File: config.mk
export PLATFORM = sky130hd
export DESIGN_NAME = periodic_two_way_slot_allocator_unit_flat
export DESIGN_NICKNAME = d
export VERILOG_FILES = /design/src/ptwsa_pkg.sv /design/src/ptwsa_ifs.sv /design/src/periodic_two_way_slot_allocator_unit.sv /design/src/ptwsa_ram.sv /design/src/ptwsa_mod.sv /design/src/flat_wrapper.sv
export VERILOG_INCLUDE_DIRS = /design/src /design/src/src
export SDC_FILE = /design/constraint.sdc
export NUM_CORES = 2
export LEC_CHECK = 0
export BUFFER_PORTS_ARGS = -buffer_cell sky130_fd_sc_hd__buf_2
export CORE_UTILIZATION = 50
export CTS_CLUSTER_DIAMETER = 60
export DETAILED_ROUTE_END_ITERATION = 16
export PLACE_DENSITY = 0.68
export SYNTH_ARGS = -nofsm -noshare
export SYNTH_HDL_FRONTEND = slang
export SYNTH_SLANG_ARGS = --single-unit
File: constraint.sdc
create_clock -name clk -period 16.7 [get_ports clk]
set_input_delay 1.67 -clock clk [delete_from_list [all_inputs] [get_ports clk]]
set_output_delay 1.67 -clock clk [all_outputs]
set_load 0.005 [all_outputs]
File: src/periodic_two_way_slot_allocator_unit_macros.svh
// Assertion helpers shared by the allocator RTL.
// Each macro expects clk and rst_n in scope.
`ifndef PERIODIC_TWO_WAY_SLOT_ALLOCATOR_UNIT_MACROS_SVH
`define PERIODIC_TWO_WAY_SLOT_ALLOCATOR_UNIT_MACROS_SVH

// Same-cycle implication.
`define PTWSA_ASSERT_SAME(label, ante, cons, msg) \
  label: assert property (@(posedge clk) disable iff (!rst_n) (ante) |-> (cons)) \
    else $error(msg);

// Next-cycle implication.
`define PTWSA_ASSERT_NEXT(label, ante, cons, msg) \
  label: assert property (@(posedge clk) disable iff (!rst_n) (ante) |=> (cons)) \
    else $error(msg);

`endif

File: src/ptwsa_pkg.sv
package ptwsa_pkg;

  localparam int CFG_W    = 11;
  localparam int OFFSET_W = 12;
  localparam int RAND_W   = 31;
  localparam int SLOT_W   = 10;
  localparam int COUNT_W  = 11;

  localparam logic [CFG_W-1:0] PERIOD_RESET = 11'd1000;
  localparam logic [CFG_W-1:0] LIMIT_RESET  = 11'd600;

  typedef logic [0:0] cfg_idx_t;
  localparam cfg_idx_t CFG_PERIOD       = 1'b0;
  localparam cfg_idx_t CFG_SEARCH_LIMIT = 1'b1;

  localparam logic KIND_PLACE = 1'b0;
  localparam logic KIND_CLEAR = 1'b1;

  typedef struct packed {
    logic                kind;
    logic [OFFSET_W-1:0] offset;
    logic [RAND_W-1:0]   rand_value;
  } in_item_t;

  typedef struct packed {
    logic               placed;
    logic [SLOT_W-1:0]  forward_slot;
    logic [SLOT_W-1:0]  return_slot;
    logic [COUNT_W-1:0] usable_count;
    logic [COUNT_W-1:0] placed_total;
  } out_item_t;

  typedef enum logic [2:0] {
    ST_CLEAR,
    ST_IDLE,
    ST_MOD_SHIFT,
    ST_COUNT,
    ST_MOD_PICK,
    ST_FIND,
    ST_WRITE,
    ST_DONE
  } state_t;

endpackage

File: src/ptwsa_ifs.sv
interface ptwsa_in_if;
  logic                valid;
  logic                ready;
  ptwsa_pkg::in_item_t data;

  modport source (output valid, output data, input ready);
  modport sink (input valid, input data, output ready);
endinterface

interface ptwsa_out_if;
  logic                 valid;
  logic                 ready;
  ptwsa_pkg::out_item_t data;

  modport source (output valid, output data, input ready);
  modport sink (input valid, input data, output ready);
endinterface

File: src/periodic_two_way_slot_allocator_unit.sv
// Periodic two-way slot allocator.
// Input channel in_ch (valid/ready) carries one transaction per route: kind,
// offset and rand_value. Output channel out_ch returns exactly one result
// transaction per input transaction. cfg_we/cfg_index/cfg_wdata write the
// period and search_limit registers; write them only while the block is idle.
// Both occupancy maps live in two single-bit RAMs of PERIOD_MAX entries with
// a registered read; every scan step reads one forward and one return entry.
// A place transaction, with L the clamped search limit, steps through accept,
// offset mod period, a count pass over L window slots, rand mod count, a pick
// pass, a map write and the result; with no usable slot the pick pass and map
// write are skipped. A clear transaction sweeps both RAMs, one entry per
// cycle. One transaction is in flight at a time.
// Reset: the block runs the same clearing pass over all PERIOD_MAX entries,
// holding in_ch.ready low, and loads period 1000 and search limit 600.
// Stall: the result sits in an output register; the block accepts the next
// transaction while it waits, and holds the following result until out_ch
// drains.
`include "periodic_two_way_slot_allocator_unit_macros.svh"

module periodic_two_way_slot_allocator_unit #(
  parameter int PERIOD_MAX = 1024
) (
  input  logic                          clk,
  input  logic                          rst_n,
  ptwsa_in_if.sink                      in_ch,
  ptwsa_out_if.source                   out_ch,
  input  logic                          cfg_we,
  input  ptwsa_pkg::cfg_idx_t           cfg_index,
  input  logic [ptwsa_pkg::CFG_W-1:0]   cfg_wdata
);

  localparam int AW = $clog2(PERIOD_MAX);
  localparam int CW = $clog2(PERIOD_MAX + 1);
  // working width for slot indexes, counts and the period
  localparam int SW = (CW > ptwsa_pkg::CFG_W) ? CW : ptwsa_pkg::CFG_W;
  localparam logic [AW-1:0] LAST_ENTRY = AW'(PERIOD_MAX - 1);

  ptwsa_pkg::state_t state_r, state_nxt;

  logic [ptwsa_pkg::CFG_W-1:0] period_r, limit_cfg_r;

  logic [SW-1:0] p_r, p_nxt, lim_r, lim_nxt;
  logic [SW-1:0] shift_r, shift_nxt;
  logic [ptwsa_pkg::RAND_W-1:0] rand_r, rand_nxt;
  logic [SW-1:0] s_r, s_nxt, r_r, r_nxt;
  logic          rd_v_r, rd_v_nxt;
  logic [SW-1:0] rd_s_r, rd_s_nxt, rd_r_r, rd_r_nxt;
  logic [SW-1:0] count_r, count_nxt, pick_r, pick_nxt;
  logic [SW-1:0] fwd_r, fwd_nxt, ret_r, ret_nxt;
  logic          placed_r, placed_nxt;
  logic [ptwsa_pkg::COUNT_W-1:0] total_r, total_nxt;
  logic [AW-1:0] clr_idx_r, clr_idx_nxt;
  logic          clr_res_r, clr_res_nxt;
  logic          out_valid_r, out_valid_nxt;
  ptwsa_pkg::out_item_t out_data_r, out_data_nxt;

  logic [SW-1:0] p_eff, lim_eff, limit_ext, r_inc, r_wrap;
  logic          issue, usable;
  logic          f_q, r_q;
  logic          we;
  logic [AW-1:0] f_waddr, r_waddr;
  logic          wbit;
  logic          mod_start, mod_done;
  logic [ptwsa_pkg::RAND_W-1:0] mod_dividend;
  logic [SW-1:0] mod_divisor, mod_rem;

  // Configuration registers.
  always_ff @(posedge clk) begin
    if (!rst_n) begin
      period_r    <= ptwsa_pkg::PERIOD_RESET;
      limit_cfg_r <= ptwsa_pkg::LIMIT_RESET;
    end else if (cfg_we) begin
      case (cfg_index)
        ptwsa_pkg::CFG_PERIOD:       period_r    <= cfg_wdata;
        ptwsa_pkg::CFG_SEARCH_LIMIT: limit_cfg_r <= cfg_wdata;
        default: ;
      endcase
    end
  end

  // Effective period: zero reads as one, saturate at PERIOD_MAX.
  // Clamp the search window to it.
  always_comb begin
    p_eff = SW'(period_r);
    if (period_r == '0) begin
      p_eff = SW'(1);
    end
    if (p_eff > SW'(PERIOD_MAX)) begin
      p_eff = SW'(PERIOD_MAX);
    end
    limit_ext = SW'(limit_cfg_r);
    lim_eff   = (limit_ext > p_eff) ? p_eff : limit_ext;
  end

  // Scan address generation; the return index walks with wrap at the period.
  assign issue  = ((state_r == ptwsa_pkg::ST_COUNT) || (state_r == ptwsa_pkg::ST_FIND)) &&
                  (s_r < lim_r);
  assign r_inc  = r_r + SW'(1);
  assign r_wrap = (r_inc == p_r) ? '0 : r_inc;
  assign usable = rd_v_r && !f_q && !r_q;

  ptwsa_ram #(.WIDTH(1), .DEPTH(PERIOD_MAX)) u_fwd_map (
    .clk   (clk),
    .we    (we),
    .waddr (f_waddr),
    .wdata (wbit),
    .raddr (s_r[AW-1:0]),
    .rdata (f_q)
  );

  ptwsa_ram #(.WIDTH(1), .DEPTH(PERIOD_MAX)) u_ret_map (
    .clk   (clk),
    .we    (we),
    .waddr (r_waddr),
    .wdata (wbit),
    .raddr (r_r[AW-1:0]),
    .rdata (r_q)
  );

  // Shared remainder unit: offset mod period, then rand mod usable count.
  ptwsa_mod #(.DIVIDEND_W(ptwsa_pkg::RAND_W), .DIVISOR_W(SW)) u_mod (
    .clk      (clk),
    .rst_n    (rst_n),
    .start    (mod_start),
    .dividend (mod_dividend),
    .divisor  (mod_divisor),
    .done     (mod_done),
    .rem      (mod_rem)
  );

  always_comb begin
    if (state_r == ptwsa_pkg::ST_IDLE) begin
      mod_dividend = {{(ptwsa_pkg::RAND_W - ptwsa_pkg::OFFSET_W){1'b0}}, in_ch.data.offset};
      mod_divisor  = p_eff;
    end else begin
      mod_dividend = rand_r;
      mod_divisor  = count_r;
    end
  end

  assign in_ch.ready  = (state_r == ptwsa_pkg::ST_IDLE);
  assign out_ch.valid = out_valid_r;
  assign out_ch.data  = out_data_r;

  // Next state and datapath control.
  always_comb begin
    state_nxt     = state_r;
    p_nxt         = p_r;
    lim_nxt       = lim_r;
    shift_nxt     = shift_r;
    rand_nxt      = rand_r;
    s_nxt         = s_r;
    r_nxt         = r_r;
    rd_v_nxt      = issue;
    rd_s_nxt      = s_r;
    rd_r_nxt      = r_r;
    count_nxt     = count_r;
    pick_nxt      = pick_r;
    fwd_nxt       = fwd_r;
    ret_nxt       = ret_r;
    placed_nxt    = placed_r;
    total_nxt     = total_r;
    clr_idx_nxt   = clr_idx_r;
    clr_res_nxt   = clr_res_r;
    out_valid_nxt = out_valid_r && !out_ch.ready;
    out_data_nxt  = out_data_r;
    mod_start     = 1'b0;
    we            = 1'b0;
    f_waddr       = clr_idx_r;
    r_waddr       = clr_idx_r;
    wbit          = 1'b0;

    if (issue) begin
      s_nxt = s_r + SW'(1);
      r_nxt = r_wrap;
    end

    case (state_r)
      ptwsa_pkg::ST_CLEAR: begin
        // sweep one entry of each map per cycle
        we          = 1'b1;
        clr_idx_nxt = (clr_idx_r == LAST_ENTRY) ? '0 : clr_idx_r + AW'(1);
        if (clr_idx_r == LAST_ENTRY) begin
          state_nxt = clr_res_r ? ptwsa_pkg::ST_DONE : ptwsa_pkg::ST_IDLE;
        end
      end
      ptwsa_pkg::ST_IDLE: begin
        if (in_ch.valid) begin
          rand_nxt   = in_ch.data.rand_value;
          p_nxt      = p_eff;
          lim_nxt    = lim_eff;
          fwd_nxt    = '0;
          ret_nxt    = '0;
          count_nxt  = '0;
          placed_nxt = 1'b0;
          if (in_ch.data.kind == ptwsa_pkg::KIND_CLEAR) begin
            clr_idx_nxt = '0;
            clr_res_nxt = 1'b1;
            total_nxt   = '0;
            state_nxt   = ptwsa_pkg::ST_CLEAR;
          end else begin
            mod_start = 1'b1;
            state_nxt = ptwsa_pkg::ST_MOD_SHIFT;
          end
        end
      end
      ptwsa_pkg::ST_MOD_SHIFT: begin
        if (mod_done) begin
          shift_nxt = mod_rem;
          s_nxt     = '0;
          r_nxt     = mod_rem;
          state_nxt = ptwsa_pkg::ST_COUNT;
        end
      end
      ptwsa_pkg::ST_COUNT: begin
        if (usable) begin
          count_nxt = count_r + SW'(1);
        end
        // pass ends once the last read has come back
        if (!issue && !rd_v_r) begin
          if (count_r == '0) begin
            state_nxt = ptwsa_pkg::ST_DONE;
          end else begin
            mod_start = 1'b1;
            state_nxt = ptwsa_pkg::ST_MOD_PICK;
          end
        end
      end
      ptwsa_pkg::ST_MOD_PICK: begin
        if (mod_done) begin
          pick_nxt  = mod_rem;
          s_nxt     = '0;
          r_nxt     = shift_r;
          state_nxt = ptwsa_pkg::ST_FIND;
        end
      end
      ptwsa_pkg::ST_FIND: begin
        if (usable) begin
          if (pick_r == '0) begin
            fwd_nxt   = rd_s_r;
            ret_nxt   = rd_r_r;
            state_nxt = ptwsa_pkg::ST_WRITE;
          end else begin
            pick_nxt = pick_r - SW'(1);
          end
        end
      end
      ptwsa_pkg::ST_WRITE: begin
        // mark both slots busy; any read still in flight is ignored, so no forwarding needed
        we         = 1'b1;
        f_waddr    = fwd_r[AW-1:0];
        r_waddr    = ret_r[AW-1:0];
        wbit       = 1'b1;
        placed_nxt = 1'b1;
        if (total_r != '1) begin
          total_nxt = total_r + ptwsa_pkg::COUNT_W'(1);
        end
        state_nxt = ptwsa_pkg::ST_DONE;
      end
      ptwsa_pkg::ST_DONE: begin
        // hold the result until the output register is free
        if (!out_valid_r || out_ch.ready) begin
          out_valid_nxt             = 1'b1;
          out_data_nxt.placed       = placed_r;
          out_data_nxt.forward_slot = fwd_r[ptwsa_pkg::SLOT_W-1:0];
          out_data_nxt.return_slot  = ret_r[ptwsa_pkg::SLOT_W-1:0];
          out_data_nxt.usable_count = count_r[ptwsa_pkg::COUNT_W-1:0];
          out_data_nxt.placed_total = total_r;
          state_nxt                 = ptwsa_pkg::ST_IDLE;
        end
      end
      default: begin
        state_nxt = ptwsa_pkg::ST_IDLE;
      end
    endcase
  end

  always_ff @(posedge clk) begin
    if (!rst_n) begin
      state_r     <= ptwsa_pkg::ST_CLEAR;
    end else begin
      state_r     <= state_nxt;
    end
  end

  always_ff @(posedge clk) begin
    if (!rst_n) begin
      rd_v_r      <= 1'b0;
      total_r     <= '0;
      clr_idx_r   <= '0;
      clr_res_r   <= 1'b0;
      out_valid_r <= 1'b0;
    end else begin
      rd_v_r      <= rd_v_nxt;
      total_r     <= total_nxt;
      clr_idx_r   <= clr_idx_nxt;
      clr_res_r   <= clr_res_nxt;
      out_valid_r <= out_valid_nxt;
    end
  end

  always_ff @(posedge clk) begin
    p_r        <= p_nxt;
    lim_r      <= lim_nxt;
    shift_r    <= shift_nxt;
    rand_r     <= rand_nxt;
    s_r        <= s_nxt;
    r_r        <= r_nxt;
    rd_s_r     <= rd_s_nxt;
    rd_r_r     <= rd_r_nxt;
    count_r    <= count_nxt;
    pick_r     <= pick_nxt;
    fwd_r      <= fwd_nxt;
    ret_r      <= ret_nxt;
    placed_r   <= placed_nxt;
    out_data_r <= out_data_nxt;
  end

  `PTWSA_ASSERT_SAME(a_fwd_in_window, (state_r == ptwsa_pkg::ST_WRITE), (fwd_r < lim_r),
                     "forward slot outside search window")
  `PTWSA_ASSERT_SAME(a_ret_in_frame, (state_r == ptwsa_pkg::ST_WRITE), (ret_r < p_r),
                     "return slot outside frame")
  `PTWSA_ASSERT_SAME(a_find_needs_count, (state_r == ptwsa_pkg::ST_FIND), (count_r != '0),
                     "pick pass without usable slots")
  `PTWSA_ASSERT_SAME(a_find_hits, (state_r == ptwsa_pkg::ST_FIND),
                     !((s_r == lim_r) && !rd_v_r), "pick pass ran off the window")
  `PTWSA_ASSERT_SAME(a_result_from_done, $rose(out_valid_r),
                     $past(state_r == ptwsa_pkg::ST_DONE), "result loaded outside done state")
  `PTWSA_ASSERT_NEXT(a_total_counts, (state_r == ptwsa_pkg::ST_WRITE), (total_r != '0),
                     "placement left counter at zero")

endmodule

File: src/ptwsa_ram.sv
module ptwsa_ram #(
  parameter int WIDTH = 1,
  parameter int DEPTH = 1024
) (
  input  logic                     clk,
  input  logic                     we,
  input  logic [$clog2(DEPTH)-1:0] waddr,
  input  logic [WIDTH-1:0]         wdata,
  input  logic [$clog2(DEPTH)-1:0] raddr,
  output logic [WIDTH-1:0]         rdata
);

  logic [WIDTH-1:0] mem [DEPTH];

  always_ff @(posedge clk) begin
    if (we) begin
      mem[waddr] <= wdata;
    end
    rdata <= mem[raddr];
  end

endmodule

File: src/ptwsa_mod.sv
// Restoring remainder unit: one dividend bit per cycle.
module ptwsa_mod #(
  parameter int DIVIDEND_W = 31,
  parameter int DIVISOR_W  = 11
) (
  input  logic                  clk,
  input  logic                  rst_n,
  input  logic                  start,
  input  logic [DIVIDEND_W-1:0] dividend,
  input  logic [DIVISOR_W-1:0]  divisor,
  output logic                  done,
  output logic [DIVISOR_W-1:0]  rem
);

  localparam int CNT_W = $clog2(DIVIDEND_W + 1);

  logic                  busy_r;
  logic                  done_r;
  logic [CNT_W-1:0]      cnt_r;
  logic [DIVIDEND_W-1:0] q_r;
  logic [DIVISOR_W-1:0]  d_r;
  logic [DIVISOR_W-1:0]  rem_r;

  logic [DIVISOR_W:0]    trial;
  logic [DIVISOR_W:0]    diff;
  logic [DIVISOR_W-1:0]  rem_nxt;

  always_comb begin
    trial   = {rem_r, q_r[DIVIDEND_W-1]};
    diff    = trial - {1'b0, d_r};
    rem_nxt = (trial >= {1'b0, d_r}) ? diff[DIVISOR_W-1:0] : trial[DIVISOR_W-1:0];
  end

  always_ff @(posedge clk) begin
    if (!rst_n) begin
      busy_r <= 1'b0;
      done_r <= 1'b0;
      cnt_r  <= '0;
    end else begin
      done_r <= busy_r && (cnt_r == CNT_W'(1));
      if (start) begin
        busy_r <= 1'b1;
        cnt_r  <= CNT_W'(DIVIDEND_W);
      end else if (busy_r) begin
        cnt_r <= cnt_r - CNT_W'(1);
        if (cnt_r == CNT_W'(1)) begin
          busy_r <= 1'b0;
        end
      end
    end
  end

  always_ff @(posedge clk) begin
    if (start) begin
      q_r   <= dividend;
      d_r   <= divisor;
      rem_r <= '0;
    end else if (busy_r) begin
      q_r   <= {q_r[DIVIDEND_W-2:0], 1'b0};
      rem_r <= rem_nxt;
    end
  end

  assign done = done_r;
  assign rem  = rem_r;

endmodule
File: src/flat_wrapper.sv
// flat-port wrapper written by rule: the top's interface ports become plain ports
module periodic_two_way_slot_allocator_unit_flat 
#(
  parameter int PERIOD_MAX = 1024
)
  (clk, rst_n, cfg_we, cfg_index, cfg_wdata, in_ch_valid, in_ch_data, in_ch_ready, out_ch_valid, out_ch_data, out_ch_ready);
  ptwsa_in_if in_ch_i ();
  ptwsa_out_if out_ch_i ();
  input  logic clk;
  input  logic rst_n;
  input  logic cfg_we;
  input  ptwsa_pkg::cfg_idx_t cfg_index;
  input  logic [ptwsa_pkg::CFG_W-1:0] cfg_wdata;
  input wire logic [$bits(in_ch_i.valid)-1:0] in_ch_valid;
  input wire logic [$bits(in_ch_i.data)-1:0] in_ch_data;
  output wire logic [$bits(in_ch_i.ready)-1:0] in_ch_ready;
  output wire logic [$bits(out_ch_i.valid)-1:0] out_ch_valid;
  output wire logic [$bits(out_ch_i.data)-1:0] out_ch_data;
  input wire logic [$bits(out_ch_i.ready)-1:0] out_ch_ready;
  assign in_ch_i.valid = in_ch_valid;
  assign in_ch_i.data = in_ch_data;
  assign in_ch_ready = in_ch_i.ready;
  assign out_ch_valid = out_ch_i.valid;
  assign out_ch_data = out_ch_i.data;
  assign out_ch_i.ready = out_ch_ready;
  periodic_two_way_slot_allocator_unit #(.PERIOD_MAX(PERIOD_MAX)) u_core (.clk(clk), .rst_n(rst_n), .in_ch(in_ch_i), .out_ch(out_ch_i), .cfg_we(cfg_we), .cfg_index(cfg_index), .cfg_wdata(cfg_wdata));
endmodule
==> metrics.txt <==
# TYPE chip_impl_metric gauge
chip_impl_info{name="crit_path_start_kind",value="flop"} 1
chip_impl_metric{name="r2r_setup_slack",unit="ns"} 11.21
chip_impl_info{name="synth.top_cells.by_count",value="sky130_fd_sc_hd__edfxtp_1 (2240), sky130_fd_sc_hd__nor2_1 (2183), sky130_fd_sc_hd__mux4_2 (372), sky130_fd_sc_hd__nand2_1 (356), sky130_fd_sc_hd__clkbuf_1 (352)"} 1
chip_impl_metric{name="leakage",unit="uW"} 0.03365
chip_impl_metric{name="drt_iter0_drc",unit=""} 8301
chip_impl_metric{name="number_of_synthesis_warnings",unit=""} 0
chip_impl_metric{name="fin_skew",unit="ns"} 0.03108
chip_impl_metric{name="globalplace.congestion",unit=""} 0.8373
chip_impl_metric{name="final-instance-count-excl-fill",unit=""} 10130
chip_impl_metric{name="synth.cell_area",unit="mm2"} 0.1022
chip_impl_metric{name="critical_path_peak_fanout",unit=""} 136
chip_impl_metric{name="synth.avg_cell_area",unit="um2"} 13.75
chip_impl_metric{name="timing.critical_path.arrival",unit="ns"} 6.04
chip_impl_metric{name="num-nets-final",unit=""} 7364
chip_impl_metric{name="worst_skew_pair.late_latency",unit="ns"} 0.88
chip_impl_metric{name="layout-drive-gt1-share",unit="%"} 14.12
chip_impl_metric{name="layout_min_cycle_time",unit="ns"} 5.487
chip_impl_metric{name="synthesis.nets",unit=""} 7534
chip_impl_info{name="synthDominantAreaCellType",value="sky130_fd_sc_hd__edfxtp_1"} 1
chip_impl_info{name="cts_tree",value="yes"} 1
chip_impl_metric{name="drv_cap",unit=""} 0
chip_impl_metric{name="finalWirelength",unit="um"} 274700
chip_impl_metric{name="ff2ff_path_depth",unit=""} 9
chip_impl_metric{name="firstDrtPassIters",unit=""} 6
chip_impl_info{name="timing.critical_path.to",value="u_core.u_ret_map.mem[702]"} 1
chip_impl_info{name="synth_top_cells_by_area",value="sky130_fd_sc_hd__edfxtp_1 (66%), sky130_fd_sc_hd__mux4_2 (8.2%), sky130_fd_sc_hd__nor2_1 (8.0%)"} 1
chip_impl_metric{name="dp.final_hpwl",unit="um"} 146900
chip_impl_metric{name="synth.distinct_cells",unit=""} 88
chip_impl_info{name="rsz0062_at_grt",value="no"} 1
chip_impl_info{name="hold_crit_path_type",value="flop to flop"} 1
chip_impl_metric{name="design.core.area",unit="mm2"} 0.2025
chip_impl_metric{name="timing.fmax",unit="MHz"} 182.3
chip_impl_metric{name="power.density",unit="mW/mm2"} 140.0
chip_impl_metric{name="routed_via_density",unit=""} 6.221
chip_impl_metric{name="total_vias_in_the_final_route",unit=""} 62990
chip_impl_metric{name="detail-route-antenna-nets",unit=""} 0
chip_impl_metric{name="synth-edff-count",unit=""} 2240
chip_impl_metric{name="syn2layout_area_growth",unit="%"} 9.026
chip_impl_metric{name="vdd_drop_max",unit="mV"} 0.1245
chip_impl_metric{name="grt.total_usage",unit="%"} 26.36
chip_impl_metric{name="finalHoldViolCount",unit=""} 0
chip_impl_info{name="synthMostInstantiatedCell",value="sky130_fd_sc_hd__edfxtp_1"} 1
chip_impl_metric{name="detail_route.drc_violations",unit=""} 0
chip_impl_metric{name="cts.htree.levels",unit=""} 4
chip_impl_info{name="cp-end-kind",value="flop"} 1
chip_impl_metric{name="postSynth.asyncResetShare",unit="%"} 0
chip_impl_metric{name="pin_count_of_the_biggest_net_entering_global_routing",unit=""} 149
chip_impl_metric{name="post-cts-setup-buffers",unit=""} 0
chip_impl_metric{name="core.rowCount",unit=""} 165
chip_impl_metric{name="place_inst",unit=""} 9702
chip_impl_info{name="r2r-start",value="u_core.state_r[1]"} 1
chip_impl_metric{name="cts_buffers",unit=""} 229
chip_impl_metric{name="synthCells",unit=""} 7431
chip_impl_metric{name="setup_viol",unit=""} 0
chip_impl_info{name="crit_type",value="flop to flop"} 1
chip_impl_metric{name="synth.yosys.seq_area_share",unit="%"} 68.01
chip_impl_metric{name="starting_utilization_of_the_core_area",unit="%"} 50.45
chip_impl_metric{name="synth.top_cell.area_share",unit="%"} 65.83
chip_impl_metric{name="io_pins",unit=""} 106
chip_impl_metric{name="total_chip_power",unit="uW"} 15600
chip_impl_metric{name="max-clock-path-buffers",unit=""} 3
chip_impl_metric{name="grt_antenna_before_repair",unit=""} 4
chip_impl_metric{name="final_clock_period_utilization_by_the_worst_path",unit="%"} 32.86
chip_impl_metric{name="cp_data_required_time",unit="ns"} 17.26
chip_impl_metric{name="yosys_register_bits",unit=""} 2351
chip_impl_metric{name="setup_tns",unit="ns"} 0
chip_impl_info{name="synth_top_flop_cell",value="sky130_fd_sc_hd__edfxtp_1"} 1
chip_impl_metric{name="io_buffer_count",unit=""} 105
chip_impl_metric{name="grt_first_pass_wirelength",unit="um"} 398500
chip_impl_info{name="r2r_end",value="u_core.u_ret_map.mem[702]"} 1
chip_impl_metric{name="clock_sink_count",unit=""} 2351
chip_impl_metric{name="utilization",unit="%"} 55.01
chip_impl_metric{name="relSlewSlack",unit="%"} 9.362
chip_impl_metric{name="report.final.slew_viol_count",unit=""} 0
chip_impl_metric{name="cts-hold-fix-buffers",unit=""} 0
chip_impl_metric{name="overflow",unit=""} 0
chip_impl_info{name="result_of_the_run",value="complete, no violations"} 1
chip_impl_metric{name="cts_resized",unit=""} 0
chip_impl_metric{name="timing_worst_slew_pin_value",unit="ns"} 1.357
chip_impl_metric{name="chipHeight",unit="um"} 454.1
chip_impl_metric{name="dieArea",unit="mm2"} 0.2062
chip_impl_metric{name="die_x",unit="um"} 454.1
chip_impl_info{name="root_buffer",value="sky130_fd_sc_hd__clkbuf_16"} 1
chip_impl_metric{name="clkSlewWorstSetupHoldPaths",unit="ns"} 0.06
chip_impl_metric{name="routed_wire_length_per_instance",unit="um"} 27.13
chip_impl_metric{name="grt_pass1_vias",unit=""} 61060
chip_impl_info{name="critical_path.startpoint",value="u_core.state_r[1]"} 1
[power breakdown]
part	internal, uW	switching (uW)	total, uW	leakage [uW]
combinational	1420	2270	3700	0.00929
clock	2740	2230	4970	0.00347
sequential	6730	201	6930	0.0209
[worst min-delay path by stage]
stage               depth (start not counted)     startpoint                to
CTS                                         0  u_core.r_r[6]  u_core.rd_r_r[6]
detailed placement                          0  u_core.r_r[6]  u_core.rd_r_r[6]
global placement                            0  u_core.r_r[6]  u_core.rd_r_r[6]
global route                                0  u_core.r_r[6]  u_core.rd_r_r[6]
floorplan                                   0  u_core.r_r[6]  u_core.rd_r_r[6]
finish                                      0  u_core.r_r[6]  u_core.rd_r_r[6]
[state kept, by name, summed over array words and instances, names as in the netlist, 31 cells and up]
register,cells
u_core.u_fwd_map.mem,1024
u_core.u_ret_map.mem,1024
u_core.out_ch.data,43
u_core.rand_r,31
u_core.u_mod.q_r,31
[final cells by class]
| cell class | count | area [um2] |
|---|---|---|
| multi-input combinational | 4373 | 29550 |
| fill | 16250 | 91130 |
| antenna | 3 | 7.507 |
| sequential | 2351 | 69520 |
| inverter | 60 | 232.7 |
| timing repair buffer | 246 | 1647 |
| tap | 2672 | 3343 |
| clock inverter | 111 | 935.9 |
| clock buffer | 309 | 6163 |
[metrics by stage]
stage	setup slack [ns]	cell area [um2]	hold slack (ns)
after floorplan	6.211	102200	0.3258
after global placement	11.44	104300	0.3904
after detailed placement	11.34	104300	0.4012
after CTS	11.30	111400	0.4101
after global routing	10.80	111400	0.4182
final	11.21	111400	0.4091
[kinds of logic (layout without fill, tap and decap cells)]
kind of cell	Yosys count	after routing	synth area share (%)
flip-flops	2351	2351	68.01
AND/OR/NAND/NOR	2829	2829	11.05
XOR/XNOR	61	61	0.5229
AO/OA/AOI/OAI	706	706	4.684
buffers and inverters	707	726	3.303
multiplexers	735	735	11.92
adder cells (fa/ha/maj)	42	42	0.5217
other	0	3	0
[worst max-delay path: stages, from the launching register on]
cell	delay (ns)
sky130_fd_sc_hd__dfxtp_1	0.59
sky130_fd_sc_hd__inv_2	0.13
sky130_fd_sc_hd__nor2_1	0.17
sky130_fd_sc_hd__nand2_2	0.37
sky130_fd_sc_hd__inv_8	0.59
sky130_fd_sc_hd__buf_4	0.78
sky130_fd_sc_hd__a21oi_1	0.36
sky130_fd_sc_hd__nor2b_1	0.78
sky130_fd_sc_hd__nand2_1	0.92
sky130_fd_sc_hd__nor2_1	0.36
[cell usage in the layout, fill, tap and decap left out, types with 53 or more instances in the layout]
master,synthesis,layout
sky130_fd_sc_hd__inv_1,56,55
sky130_fd_sc_hd__mux4_2,372,372
sky130_fd_sc_hd__buf_4,19,136
sky130_fd_sc_hd__a21oi_1,142,142
sky130_fd_sc_hd__o21ai_0,141,141
sky130_fd_sc_hd__mux2i_1,339,339
sky130_fd_sc_hd__clkbuf_1,352,69
sky130_fd_sc_hd__edfxtp_1,2240,2240
sky130_fd_sc_hd__nand2_2,1,60
sky130_fd_sc_hd__o221ai_1,68,68
sky130_fd_sc_hd__nor2_1,2183,2180
sky130_fd_sc_hd__a211oi_1,53,53
sky130_fd_sc_hd__o22ai_1,54,53
sky130_fd_sc_hd__clkbuf_16,0,231
sky130_fd_sc_hd__buf_2,142,105
sky130_fd_sc_hd__nand3_1,59,59
sky130_fd_sc_hd__dfxtp_1,111,101
sky130_fd_sc_hd__nand2_1,356,292
[routing by layer]
metal  share of wire [%]  wire (um)  vias to the layer above  track usage, %
met2                  49     134400                     3287           43.70
met1                  37     102800                    32210           34.73
li1                    -          -                    26900               -
met5                   0          0                        -               0
met4                 4.1      11390                        0           10.55
met3                 9.5      26080                      589           4.356
Note: power is estimated with default switching activity, not from simulation.
